### src/rtl/wibu_pkg.sv
package wibu_pkg;

	localparam int WORD_W   = 64;
	localparam int WORD_SH  = 6;
	localparam int UNIT_W   = 10;
	localparam int INDEX_W  = 4;
	localparam int DIGIT_W  = 6;
	localparam int WC_W     = 3;

	localparam logic [WC_W-1:0]   WC_RESET = 3'd2;
	localparam logic [UNIT_W:0]   DIVISOR  = 11'd1000;
	localparam logic [UNIT_W-1:0] TEN      = 10'd10;
	localparam logic [UNIT_W-1:0] HUNDRED  = 10'd100;

	typedef enum logic [5:0] {
		S_LOAD  = 6'b000001,
		S_NEG   = 6'b000010,
		S_CHECK = 6'b000100,
		S_DIV   = 6'b001000,
		S_TRIM  = 6'b010000,
		S_EMIT  = 6'b100000
	} state_t;

	typedef struct packed {
		logic load;
		logic load_first;
		logic neg_step;
		logic div_start;
		logic div_step;
	} cmd_t;

	typedef struct packed {
		logic              zero;
		logic [UNIT_W-1:0] rem_next;
	} status_t;

	typedef struct packed {
		logic [UNIT_W-1:0]  unit_value;
		logic [INDEX_W-1:0] unit_index;
		logic [DIGIT_W-1:0] digit_count;
		logic               negative;
		logic               overflow;
		logic               last;
	} out_item_t;

endpackage

### src/rtl/wibu_if.sv
interface wibu_in_if;
	logic                       valid;
	logic                       ready;
	logic [wibu_pkg::WORD_W-1:0] word;

	modport source (output valid, output word, input ready);
	modport sink   (input valid, input word, output ready);
endinterface

interface wibu_out_if;
	logic                        valid;
	logic                        ready;
	logic [wibu_pkg::UNIT_W-1:0]  unit_value;
	logic [wibu_pkg::INDEX_W-1:0] unit_index;
	logic [wibu_pkg::DIGIT_W-1:0] digit_count;
	logic                        negative;
	logic                        overflow;
	logic                        last;

	modport source (output valid, output unit_value, output unit_index, output digit_count,
		output negative, output overflow, output last, input ready);
	modport sink   (input valid, input unit_value, input unit_index, input digit_count,
		input negative, input overflow, input last, output ready);
endinterface

interface wibu_cfg_if;
	logic                      valid;
	logic                      ready;
	logic [wibu_pkg::WC_W-1:0] word_count;

	modport source (output valid, output word_count, input ready);
	modport sink   (input valid, input word_count, output ready);
endinterface

### src/rtl/wibu_datapath.sv
module wibu_datapath #(
	parameter int MAX_WORDS = 4
) (
	input  logic                                            clk,
	input  wibu_pkg::cmd_t                                  cmd,
	input  logic [((MAX_WORDS > 1) ? $clog2(MAX_WORDS) : 1)-1:0] load_idx,
	input  logic [((MAX_WORDS > 1) ? $clog2(MAX_WORDS) : 1)-1:0] n_m1,
	input  logic [wibu_pkg::WORD_W-1:0]                     word,
	output wibu_pkg::status_t                               status
);

	localparam int W     = MAX_WORDS * wibu_pkg::WORD_W;
	localparam int WI_W  = (MAX_WORDS > 1) ? $clog2(MAX_WORDS) : 1;
	localparam int BIT_W = $clog2(W);
	localparam int RS_W  = wibu_pkg::UNIT_W + 1;

	logic [W-1:0]                   mag_q;
	logic [wibu_pkg::UNIT_W-1:0]    rem_q;
	logic                           carry_q;

	logic [W-1:0]                   mask;
	logic [BIT_W-1:0]               top_idx;
	logic [RS_W-1:0]                rem_sh;
	logic                           ge;
	logic [wibu_pkg::WORD_W:0]      sum;
	logic [W+wibu_pkg::WORD_W-1:0]  rot_ext;
	logic [W-1:0]                   rot;

	// keep only the words in use
	always_comb begin
		for (int i = 0; i < MAX_WORDS; i++) begin
			mask[i*wibu_pkg::WORD_W +: wibu_pkg::WORD_W] =
				(WI_W'(i) <= n_m1) ? {wibu_pkg::WORD_W{1'b1}} : '0;
		end
	end

	assign top_idx = BIT_W'({n_m1, {wibu_pkg::WORD_SH{1'b1}}});

	// restoring divide step: one quotient bit per cycle
	assign rem_sh = {rem_q, mag_q[top_idx]};
	assign ge     = (rem_sh >= wibu_pkg::DIVISOR);
	assign status.rem_next = ge ? wibu_pkg::UNIT_W'(rem_sh - wibu_pkg::DIVISOR)
	                            : rem_sh[wibu_pkg::UNIT_W-1:0];
	// words above the active count may hold junk after a negation
	assign status.zero = ~|(mag_q & mask);

	// negate one word per cycle, rotating the whole value down by a word;
	// after MAX_WORDS steps every word is back in place
	assign sum     = {1'b0, ~mag_q[wibu_pkg::WORD_W-1:0]} + (wibu_pkg::WORD_W+1)'(carry_q);
	assign rot_ext = {sum[wibu_pkg::WORD_W-1:0], mag_q};
	assign rot     = rot_ext[W+wibu_pkg::WORD_W-1:wibu_pkg::WORD_W];

	always_ff @(posedge clk) begin
		if (cmd.load) begin
			carry_q <= 1'b1;
			if (cmd.load_first) begin
				mag_q <= W'(word);
			end else begin
				for (int i = 0; i < MAX_WORDS; i++) begin
					if (WI_W'(i) == load_idx) begin
						mag_q[i*wibu_pkg::WORD_W +: wibu_pkg::WORD_W] <= word;
					end
				end
			end
		end else if (cmd.neg_step) begin
			mag_q   <= rot;
			carry_q <= sum[wibu_pkg::WORD_W];
		end else if (cmd.div_step) begin
			mag_q <= {mag_q[W-2:0], ge} & mask;
			rem_q <= status.rem_next;
		end
		if (cmd.div_start) begin
			rem_q <= '0;
		end
	end

endmodule

### src/rtl/wibu_ctrl.sv
module wibu_ctrl #(
	parameter int MAX_WORDS  = 4,
	parameter int UNIT_COUNT = 13,
	parameter int MAX_DIGITS = 38
) (
	input  logic              clk,
	input  logic              arst_n,
	wibu_in_if.sink           words,
	wibu_out_if.source        units,
	wibu_cfg_if.sink          cfg,
	output wibu_pkg::cmd_t    cmd,
	output logic [((MAX_WORDS > 1) ? $clog2(MAX_WORDS) : 1)-1:0] load_idx,
	output logic [((MAX_WORDS > 1) ? $clog2(MAX_WORDS) : 1)-1:0] n_m1,
	input  wibu_pkg::status_t status
);

	localparam int WI_W  = (MAX_WORDS > 1) ? $clog2(MAX_WORDS) : 1;
	localparam int BIT_W = $clog2(MAX_WORDS * wibu_pkg::WORD_W);
	localparam int UC_W  = $clog2(UNIT_COUNT + 1);
	localparam int UI_W  = (UNIT_COUNT > 1) ? $clog2(UNIT_COUNT) : 1;
	localparam int DG_W  = $clog2(3 * UNIT_COUNT + 1);

	wibu_pkg::state_t             state_q, state_d;
	logic [wibu_pkg::WC_W-1:0]    wc_q;
	logic [wibu_pkg::WC_W-1:0]    wl_q;
	logic [wibu_pkg::WC_W-1:0]    eff;
	logic                         sign_q;
	logic [UC_W-1:0]              units_q;
	logic [UC_W-1:0]              emit_idx_q;
	logic [BIT_W-1:0]             bit_cnt_q;
	logic [WI_W-1:0]              neg_cnt_q;
	logic [wibu_pkg::UNIT_W-1:0]  unit_store_q [UNIT_COUNT];
	logic [wibu_pkg::UNIT_W-1:0]  top_q;
	logic [DG_W-1:0]              digits_q;
	logic                         out_valid_q;
	wibu_pkg::out_item_t          out_q;

	logic                         last_word;
	logic                         out_free;
	logic                         out_load;
	logic                         clear_sign;
	logic                         emit_last;
	logic [DG_W-1:0]              units_x;
	logic [DG_W-1:0]              adj;
	logic [DG_W-1:0]              digits_w;
	wibu_pkg::out_item_t          item_d;

	always_comb begin
		if (wc_q == '0) begin
			eff = wibu_pkg::WC_W'(1);
		end else if (int'(wc_q) > MAX_WORDS) begin
			eff = wibu_pkg::WC_W'(MAX_WORDS);
		end else begin
			eff = wc_q;
		end
	end

	assign n_m1      = WI_W'(eff - wibu_pkg::WC_W'(1));
	assign load_idx  = WI_W'(wl_q);
	assign last_word = (wibu_pkg::WC_W'(wl_q + wibu_pkg::WC_W'(1)) == eff);
	assign out_free  = !out_valid_q || units.ready;
	assign emit_last = (UC_W'(emit_idx_q + UC_W'(1)) == units_q);

	// leading zeros of the top unit come off the digit count
	assign units_x  = DG_W'(units_q);
	assign adj      = (top_q < wibu_pkg::TEN) ? DG_W'(2) :
	                  (top_q < wibu_pkg::HUNDRED) ? DG_W'(1) : DG_W'(0);
	assign digits_w = (units_x << 1) + units_x - adj;

	assign words.ready = (state_q == wibu_pkg::S_LOAD);
	assign cfg.ready   = (state_q == wibu_pkg::S_LOAD);

	always_comb begin
		state_d    = state_q;
		cmd        = '0;
		out_load   = 1'b0;
		clear_sign = 1'b0;
		item_d     = '0;
		item_d.last = 1'b1;
		unique case (state_q)
			wibu_pkg::S_LOAD: begin
				if (words.valid) begin
					cmd.load       = 1'b1;
					cmd.load_first = (wl_q == '0);
					if (last_word) begin
						state_d = words.word[wibu_pkg::WORD_W-1] ? wibu_pkg::S_NEG
						                                         : wibu_pkg::S_CHECK;
					end
				end
			end
			wibu_pkg::S_NEG: begin
				cmd.neg_step = 1'b1;
				if (neg_cnt_q == WI_W'(MAX_WORDS - 1)) begin
					state_d = wibu_pkg::S_CHECK;
				end
			end
			wibu_pkg::S_CHECK: begin
				if (status.zero) begin
					if (units_q == '0) begin
						// value zero: a single unit with one digit
						item_d.digit_count = wibu_pkg::DIGIT_W'(1);
						if (out_free) begin
							out_load   = 1'b1;
							clear_sign = 1'b1;
							state_d    = wibu_pkg::S_LOAD;
						end
					end else begin
						state_d = wibu_pkg::S_TRIM;
					end
				end else if (int'(units_q) >= UNIT_COUNT) begin
					item_d.negative = sign_q;
					item_d.overflow = 1'b1;
					if (out_free) begin
						out_load = 1'b1;
						state_d  = wibu_pkg::S_LOAD;
					end
				end else begin
					cmd.div_start = 1'b1;
					state_d       = wibu_pkg::S_DIV;
				end
			end
			wibu_pkg::S_DIV: begin
				cmd.div_step = 1'b1;
				if (bit_cnt_q == '0) begin
					state_d = wibu_pkg::S_CHECK;
				end
			end
			wibu_pkg::S_TRIM: begin
				if (int'(digits_w) > MAX_DIGITS) begin
					item_d.negative = sign_q;
					item_d.overflow = 1'b1;
					if (out_free) begin
						out_load = 1'b1;
						state_d  = wibu_pkg::S_LOAD;
					end
				end else begin
					state_d = wibu_pkg::S_EMIT;
				end
			end
			wibu_pkg::S_EMIT: begin
				item_d.unit_index  = wibu_pkg::INDEX_W'(emit_idx_q);
				item_d.digit_count = wibu_pkg::DIGIT_W'(digits_q);
				item_d.negative    = sign_q;
				item_d.last        = emit_last;
				if (out_free) begin
					out_load = 1'b1;
					if (emit_last) begin
						state_d = wibu_pkg::S_LOAD;
					end
				end
			end
			default: begin
				state_d = wibu_pkg::S_LOAD;
			end
		endcase
	end

	always_ff @(posedge clk or negedge arst_n) begin
		if (!arst_n) begin
			state_q     <= wibu_pkg::S_LOAD;
			wc_q        <= wibu_pkg::WC_RESET;
			wl_q        <= '0;
			sign_q      <= 1'b0;
			units_q     <= '0;
			emit_idx_q  <= '0;
			bit_cnt_q   <= '0;
			neg_cnt_q   <= '0;
			out_valid_q <= 1'b0;
		end else begin
			state_q <= state_d;
			if (cfg.valid && cfg.ready) begin
				wc_q <= cfg.word_count;
				wl_q <= '0;
			end else if (cmd.load) begin
				wl_q <= last_word ? '0 : wibu_pkg::WC_W'(wl_q + wibu_pkg::WC_W'(1));
			end
			if (cmd.load && last_word) begin
				sign_q    <= words.word[wibu_pkg::WORD_W-1];
				units_q   <= '0;
				neg_cnt_q <= '0;
			end
			if (clear_sign) begin
				sign_q <= 1'b0;
			end
			if (cmd.neg_step) begin
				neg_cnt_q <= WI_W'(neg_cnt_q + WI_W'(1));
			end
			if (cmd.div_start) begin
				bit_cnt_q <= BIT_W'({n_m1, {wibu_pkg::WORD_SH{1'b1}}});
			end else if (cmd.div_step) begin
				bit_cnt_q <= BIT_W'(bit_cnt_q - BIT_W'(1));
				if (bit_cnt_q == '0) begin
					units_q <= UC_W'(units_q + UC_W'(1));
				end
			end
			if (state_q == wibu_pkg::S_TRIM) begin
				emit_idx_q <= '0;
			end else if (state_q == wibu_pkg::S_EMIT && out_load) begin
				emit_idx_q <= UC_W'(emit_idx_q + UC_W'(1));
			end
			if (out_load) begin
				out_valid_q <= 1'b1;
			end else if (units.ready) begin
				out_valid_q <= 1'b0;
			end
		end
	end

	always_ff @(posedge clk) begin
		if (cmd.div_step && bit_cnt_q == '0) begin
			unit_store_q[units_q[UI_W-1:0]] <= status.rem_next;
			top_q                           <= status.rem_next;
		end
		if (state_q == wibu_pkg::S_TRIM) begin
			digits_q <= digits_w;
		end
		if (out_load) begin
			out_q.unit_value  <= (state_q == wibu_pkg::S_EMIT)
			                     ? unit_store_q[emit_idx_q[UI_W-1:0]] : '0;
			out_q.unit_index  <= item_d.unit_index;
			out_q.digit_count <= item_d.digit_count;
			out_q.negative    <= item_d.negative;
			out_q.overflow    <= item_d.overflow;
			out_q.last        <= item_d.last;
		end
	end

	assign units.valid       = out_valid_q;
	assign units.unit_value  = out_q.unit_value;
	assign units.unit_index  = out_q.unit_index;
	assign units.digit_count = out_q.digit_count;
	assign units.negative    = out_q.negative;
	assign units.overflow    = out_q.overflow;
	assign units.last        = out_q.last;

endmodule

### src/rtl/wide_int_to_base1000_units_top.sv
// Converts a signed two's-complement integer of word_count 64-bit words (lowest word first on
// the words channel) into base-1000 units, least significant first, one result transfer per
// unit with the digit count and sign; a zero value gives one unit 0 with one digit, and a value
// needing more than UNIT_COUNT units or MAX_DIGITS digits gives a single overflow result.
// Words are taken one per cycle while the block is in its load state. After the last word a
// negative value goes through a word-serial negation of all MAX_WORDS words, then each unit
// costs one restoring divide-by-1000 pass over 64 bits per active word plus a check, through the
// single shared compare-subtract unit, followed by a final check, the digit count step and the
// emission of each unit, which waits on output back-pressure. No new word is taken meanwhile.
// The output register lets the next integer start loading while the final result waits.
module wide_int_to_base1000_units_top #(
	parameter int MAX_WORDS  = 4,
	parameter int UNIT_COUNT = 13,
	parameter int MAX_DIGITS = 38
) (
	input  logic       clk,
	input  logic       arst_n,
	wibu_in_if.sink    words,
	wibu_out_if.source units,
	wibu_cfg_if.sink   cfg
);

	localparam int WI_W = (MAX_WORDS > 1) ? $clog2(MAX_WORDS) : 1;

	wibu_pkg::cmd_t    cmd;
	wibu_pkg::status_t status;
	logic [WI_W-1:0]   load_idx;
	logic [WI_W-1:0]   n_m1;

	wibu_ctrl #(
		.MAX_WORDS  (MAX_WORDS),
		.UNIT_COUNT (UNIT_COUNT),
		.MAX_DIGITS (MAX_DIGITS)
	) u_ctrl (
		.clk      (clk),
		.arst_n   (arst_n),
		.words    (words),
		.units    (units),
		.cfg      (cfg),
		.cmd      (cmd),
		.load_idx (load_idx),
		.n_m1     (n_m1),
		.status   (status)
	);

	wibu_datapath #(
		.MAX_WORDS (MAX_WORDS)
	) u_datapath (
		.clk      (clk),
		.cmd      (cmd),
		.load_idx (load_idx),
		.n_m1     (n_m1),
		.word     (words.word),
		.status   (status)
	);

`ifndef SYNTHESIS
	a_ovf_single: assert property (@(posedge clk) disable iff (!arst_n)
		units.valid && units.overflow |->
			units.last && units.unit_value == '0 && units.digit_count == '0)
		else $error("overflow result is not a lone zeroed result");

	a_unit_range: assert property (@(posedge clk) disable iff (!arst_n)
		units.valid && !units.overflow |->
			units.unit_value < 10'd1000 && units.digit_count != '0)
		else $error("unit out of range or missing digit count");

	a_short_value: assert property (@(posedge clk) disable iff (!arst_n)
		units.valid && !units.overflow && units.digit_count <= 6'd3 |->
			units.last && units.unit_index == '0)
		else $error("value of up to three digits spans more than one unit");

	a_no_load_busy: assert property (@(posedge clk) disable iff (!arst_n)
		cmd.div_step |-> !words.ready)
		else $error("input ready while a division runs");
`endif

endmodule

### src/flat_wrapper.sv
// flat-port wrapper written by rule: the top's interface ports become plain ports
module wide_int_to_base1000_units_top_flat 
#(
	parameter int MAX_WORDS  = 4,
	parameter int UNIT_COUNT = 13,
	parameter int MAX_DIGITS = 38
)
  (clk, arst_n, words_valid, words_word, words_ready, units_valid, units_unit_value, units_unit_index, units_digit_count, units_negative, units_overflow, units_last, units_ready, cfg_valid, cfg_word_count, cfg_ready);
  wibu_in_if words_i ();
  wibu_out_if units_i ();
  wibu_cfg_if cfg_i ();
  input  logic clk;
  input  logic arst_n;
  input wire logic [$bits(words_i.valid)-1:0] words_valid;
  input wire logic [$bits(words_i.word)-1:0] words_word;
  output wire logic [$bits(words_i.ready)-1:0] words_ready;
  output wire logic [$bits(units_i.valid)-1:0] units_valid;
  output wire logic [$bits(units_i.unit_value)-1:0] units_unit_value;
  output wire logic [$bits(units_i.unit_index)-1:0] units_unit_index;
  output wire logic [$bits(units_i.digit_count)-1:0] units_digit_count;
  output wire logic [$bits(units_i.negative)-1:0] units_negative;
  output wire logic [$bits(units_i.overflow)-1:0] units_overflow;
  output wire logic [$bits(units_i.last)-1:0] units_last;
  input wire logic [$bits(units_i.ready)-1:0] units_ready;
  input wire logic [$bits(cfg_i.valid)-1:0] cfg_valid;
  input wire logic [$bits(cfg_i.word_count)-1:0] cfg_word_count;
  output wire logic [$bits(cfg_i.ready)-1:0] cfg_ready;
  assign words_i.valid = words_valid;
  assign words_i.word = words_word;
  assign words_ready = words_i.ready;
  assign units_valid = units_i.valid;
  assign units_unit_value = units_i.unit_value;
  assign units_unit_index = units_i.unit_index;
  assign units_digit_count = units_i.digit_count;
  assign units_negative = units_i.negative;
  assign units_overflow = units_i.overflow;
  assign units_last = units_i.last;
  assign units_i.ready = units_ready;
  assign cfg_i.valid = cfg_valid;
  assign cfg_i.word_count = cfg_word_count;
  assign cfg_ready = cfg_i.ready;
  wide_int_to_base1000_units_top #(.MAX_WORDS(MAX_WORDS), .UNIT_COUNT(UNIT_COUNT), .MAX_DIGITS(MAX_DIGITS)) u_core (.clk(clk), .arst_n(arst_n), .words(words_i), .units(units_i), .cfg(cfg_i));
endmodule
### config.mk
export PLATFORM = sky130hd
export DESIGN_NAME = wide_int_to_base1000_units_top_flat
export DESIGN_NICKNAME = d
export VERILOG_FILES = /design/src/rtl/wibu_pkg.sv /design/src/rtl/wibu_if.sv /design/src/rtl/wibu_datapath.sv /design/src/rtl/wibu_ctrl.sv /design/src/rtl/wide_int_to_base1000_units_top.sv /design/src/flat_wrapper.sv
export SDC_FILE = /design/constraint.sdc
export NUM_CORES = 1
export LEC_CHECK = 0
export BUFFER_PORTS_ARGS = -buffer_cell sky130_fd_sc_hd__buf_2
export CAP_MARGIN = 15
export CELL_PAD_IN_SITES_DETAIL_PLACEMENT = 0
export CELL_PAD_IN_SITES_GLOBAL_PLACEMENT = 1
export CORE_ASPECT_RATIO = 0.5
export CORE_UTILIZATION = 46
export CTS_BUF_LIST = sky130_fd_sc_hd__clkbuf_8 sky130_fd_sc_hd__clkbuf_16
export DETAILED_ROUTE_END_ITERATION = 8
export PLACE_DENSITY_LB_ADDON = 0.1
export SYNTH_ARGS = -nofsm -noshare
export SYNTH_HDL_FRONTEND = slang
export SYNTH_SLANG_ARGS = --single-unit
### constraint.sdc
create_clock -name clk -period 7.7 [get_ports clk]
set_clock_uncertainty 0.2 [all_clocks]
set_input_delay 1.155 -clock clk [delete_from_list [all_inputs] [get_ports clk]]
set_output_delay 1.155 -clock clk [all_outputs]
set_load 0.01 [all_outputs]
==> results.tsv <==
metric	value	unit
worst_r2r_path_depth	11	
clk_latency	0.60	ns
wl_per_cell	23.8	µm
arrival	4.37	ns
violations	design-rule violations	
regToRegStartpoint	u_core.u_ctrl.wc_q[0]	
synth_ff_type	edfxtp_1	
crit_type	flip-flop to flip-flop	
boundaryPins	98	
synth.net_count	2190	
fp-row-count	58	
syn_area	0.0235	mm²
first_iter_violations	1889	
startpoint_type	flip-flop	
rr_endpoint	u_core.u_ctrl.units.unit_value[6]	
cts_tree	done	
htree_levels	2	
reg2reg_slack	3.45	ns
yosysWarnings	0	
holdPathStages	2	
placed_cells	2751	
grt_max_degree	185	
clk_pin_slew	0.07	ns
slew_headroom	0.235	
initial_core_util	0.467	
ir_drop	0.238	mV
io_buffers	97	
fin_util	0.515	
pre_cts_slack	3.51	ns
clockRootBuffer	clkbuf_16	
dieHeight	162	µm
min_to	u_core.u_datapath.rem_q[2]	
seq_area_frac_synth	0.586	
min_from	u_core.u_datapath.rem_q[2]	
final_nets	2215	
synthCells	2087	
async_flop_share	0.0685	
grt_use_total	0.261	
antenna_found_initial	0	
ant_nets	0	
setup_ws	3.45	ns
cts-resized-gates	0	
max_freq	0.235	GHz
hold_buffers	0	
syn_to_final_growth	10.4	%
cts_buffer_depth	3	
final.min_clock_period	4.25	ns
cts_buffers	43	
synth-edff-count	424	
vias	17149	
p_leak	8.84	nW
hold_viol	0	
rsz0062_at_grt	no	
setup_violations	0	
tns	0	ns
timing.final.crit_share	0.552	
die_x	321	µm
ys_types	73	
critPathMaxFanout	40	
grt_pass1_wl	103	mm
hp-class	flip-flop to flip-flop	
endpoint_kind	flip-flop	
syn_area_per_cell	11.2	µm²
drc	1	
first_global_vias	16438	
gp_congestion	0.835	
worst_pin_slew	1.14	ns
maxCapViolCount	0	
ys_seq_elements	467	
grt_overflow_total	0	
slew_viol_final	0	
clock_sinks	467	
drive_above_1_share	0.130	
dieArea	0.0520	mm²
core_area	0.0503	mm²
powerDensity	414	mW/mm²
place_hpwl	42.9	mm
viasPerCell	6.04	
wirelength	67.5	mm
status	finished, violations left	
required	7.81	ns
dr.pass1.iters	7	
finalNonFillerCells	2837	
n_antenna_cell	0	
post_cts_buffers	0	
[routing by layer]
layer	vias up	GRT usage	part of all wire
met5	-	0	0
met4	0	0.0468	0.013
met3	62	0.0434	0.059
met2	509	0.410	0.46
met1	8682	0.385	0.47
li1	7896	-	-
[area by class of cell]
cell class,count,area (µm²)
Multi-Input combinational cell,1447,9130
Inverter,32,120
Fill cell,4498,24400
Clock inverter,35,274
Clock buffer,45,1100
Timing Repair Buffer,121,676
Sequential cell,467,13800
Tap cell,690,863
[worst max path at each step]
stage,from,end,slack [ns]
2_1_floorplan,u_core.u_ctrl.state_q[3],u_core.u_datapath.mag_q[100],0.41
3_3_place_gp,u_core.u_ctrl.wc_q[0],u_core.u_ctrl.units.unit_value[3],3.54
3_5_place_dp,u_core.u_ctrl.wc_q[0],u_core.u_ctrl.units.unit_value[3],3.51
4_1_cts,u_core.u_ctrl.wc_q[0],u_core.u_ctrl.units.unit_value[6],3.49
5_1_grt,u_core.u_ctrl.wc_q[0],u_core.u_ctrl.units.unit_value[6],3.20
6_report,u_core.u_ctrl.wc_q[0],u_core.u_ctrl.units.unit_value[6],3.45
[stage by stage]
stage,hold slack (ns),instance area [µm²],total power (W)
2_1_floorplan,0.243,23500,0.00726
6_report,0.288,25900,0.0107
3_3_place_gp,0.282,24500,0.00854
5_1_grt,0.322,25900,0.0114
4_1_cts,0.293,25900,0.0108
3_5_place_dp,0.283,24500,0.00856
[worst max-delay path: stages (launching register included)]
cell and delay, ns:
dfrtp_1 0.37, inv_1 0.05, a21oi_1 0.26, ha_2 0.90
buf_4 0.49, o2111ai_1 0.19, nor4_1 0.19, o2111a_1 0.44
a21o_1 0.23, and2_1 0.21, a31oi_2 0.10, buf_4 0.24
[kinds of logic (layout without fill, tap and decap cells)]
| group | count (synthesis) | after routing | share of synthesized area |
|---|---|---|---|
| AOI/OAI and AO/OA | 496 | 496 | 0.118 |
| buffers and inverters | 173 | 233 | 0.0293 |
| and+or+nand+nor | 790 | 790 | 0.176 |
| adders and majority gates | 31 | 31 | 0.0175 |
| muxes | 47 | 47 | 0.0421 |
| xor gates and xnor gates | 83 | 83 | 0.0310 |
| DFF | 467 | 467 | 0.586 |
[cell usage after synthesis (3+ instances only)]
cell | instances | area share
a31oi_1 | 93 | 0.025
xnor2_1 | 31 | 0.012
and2_1 | 24 | 0.0064
buf_2 | 7 | 0.0015
dfrtp_1 | 30 | 0.032
or4_4 | 4 | 0.0019
nor4_1 | 62 | 0.017
or4_1 | 7 | 0.0022
mux2_2 | 3 | 0.0014
nand3b_1 | 4 | 0.0013
buf_6 | 3 | 0.0014
fa_1 | 3 | 0.0026
buf_1 | 6 | 0.00096
dfxtp_1 | 11 | 0.0094
nand3_1 | 22 | 0.0047
inv_1 | 32 | 0.0051
nor2b_1 | 4 | 0.0011
nor3b_1 | 67 | 0.021
nor2_1 | 139 | 0.022
clkbuf_1 | 123 | 0.020
nor3_2 | 5 | 0.0021
mux4_2 | 41 | 0.039
nor4_4 | 3 | 0.0027
ha_1 | 28 | 0.015
o211ai_1 | 35 | 0.011
and3_1 | 89 | 0.024
nand4_1 | 16 | 0.0043
nand2b_1 | 10 | 0.0027
nand2_1 | 273 | 0.044
o21ai_0 | 188 | 0.040
nor3_1 | 34 | 0.0072
or3_1 | 11 | 0.0029
a21oi_1 | 153 | 0.033
xor2_1 | 52 | 0.019
mux2i_1 | 3 | 0.0013
edfxtp_1 | 424 | 0.54
[layout by cell type (no fill, tap or decap), types with 23 or more instances in the layout]
cell / count
buf_2: 98
o21ai_0: 184
and3_1: 88
nor3_1: 34
dfrtp_1: 28
xnor2_1: 31
ha_1: 27
nand2_1: 271
edfxtp_1: 424
xor2_1: 52
nor3b_1: 67
a31oi_1: 92
and2_1: 23
o211ai_1: 35
inv_1: 37
clkbuf_16: 43
nor2_1: 138
a21oi_1: 153
mux4_2: 41
nor4_1: 61
[registers in the layout, summed over array words and instances, names as in the netlist]
name,count
u_core.u_ctrl.unit_store_q,130
u_core.u_ctrl.units.unit_value,10
u_core.u_ctrl.units.negative,1
u_core.u_ctrl.wl_q,3
u_core.u_ctrl.emit_idx_q,4
u_core.u_datapath.mag_q,256
u_core.u_ctrl.units_q,4
u_core.u_ctrl.state_q,6
u_core.u_ctrl.digits_q,6
u_core.u_ctrl.units.last,1
u_core.u_ctrl.units.digit_count,6
u_core.u_ctrl.bit_cnt_q,8
u_core.u_datapath.carry_q,1
u_core.u_ctrl.units.valid,1
u_core.u_ctrl.neg_cnt_q,2
u_core.u_ctrl.wc_q,3
u_core.u_ctrl.top_q,9
u_core.u_ctrl.sign_q,1
u_core.u_ctrl.units.unit_index,4
u_core.u_ctrl.units.overflow,1
u_core.u_datapath.rem_q,10
[report_power, final]
| part | leakage, nW | internal (W) | switching [W] |
|---|---|---|---|
| combinational | 3.72 | 0.00119 | 0.00221 |
| sequential | 4.40 | 0.00417 | 0.00100 |
| clock | 0.707 | 0.00115 | 0.00102 |
Power figures use the tool's default switching activity.
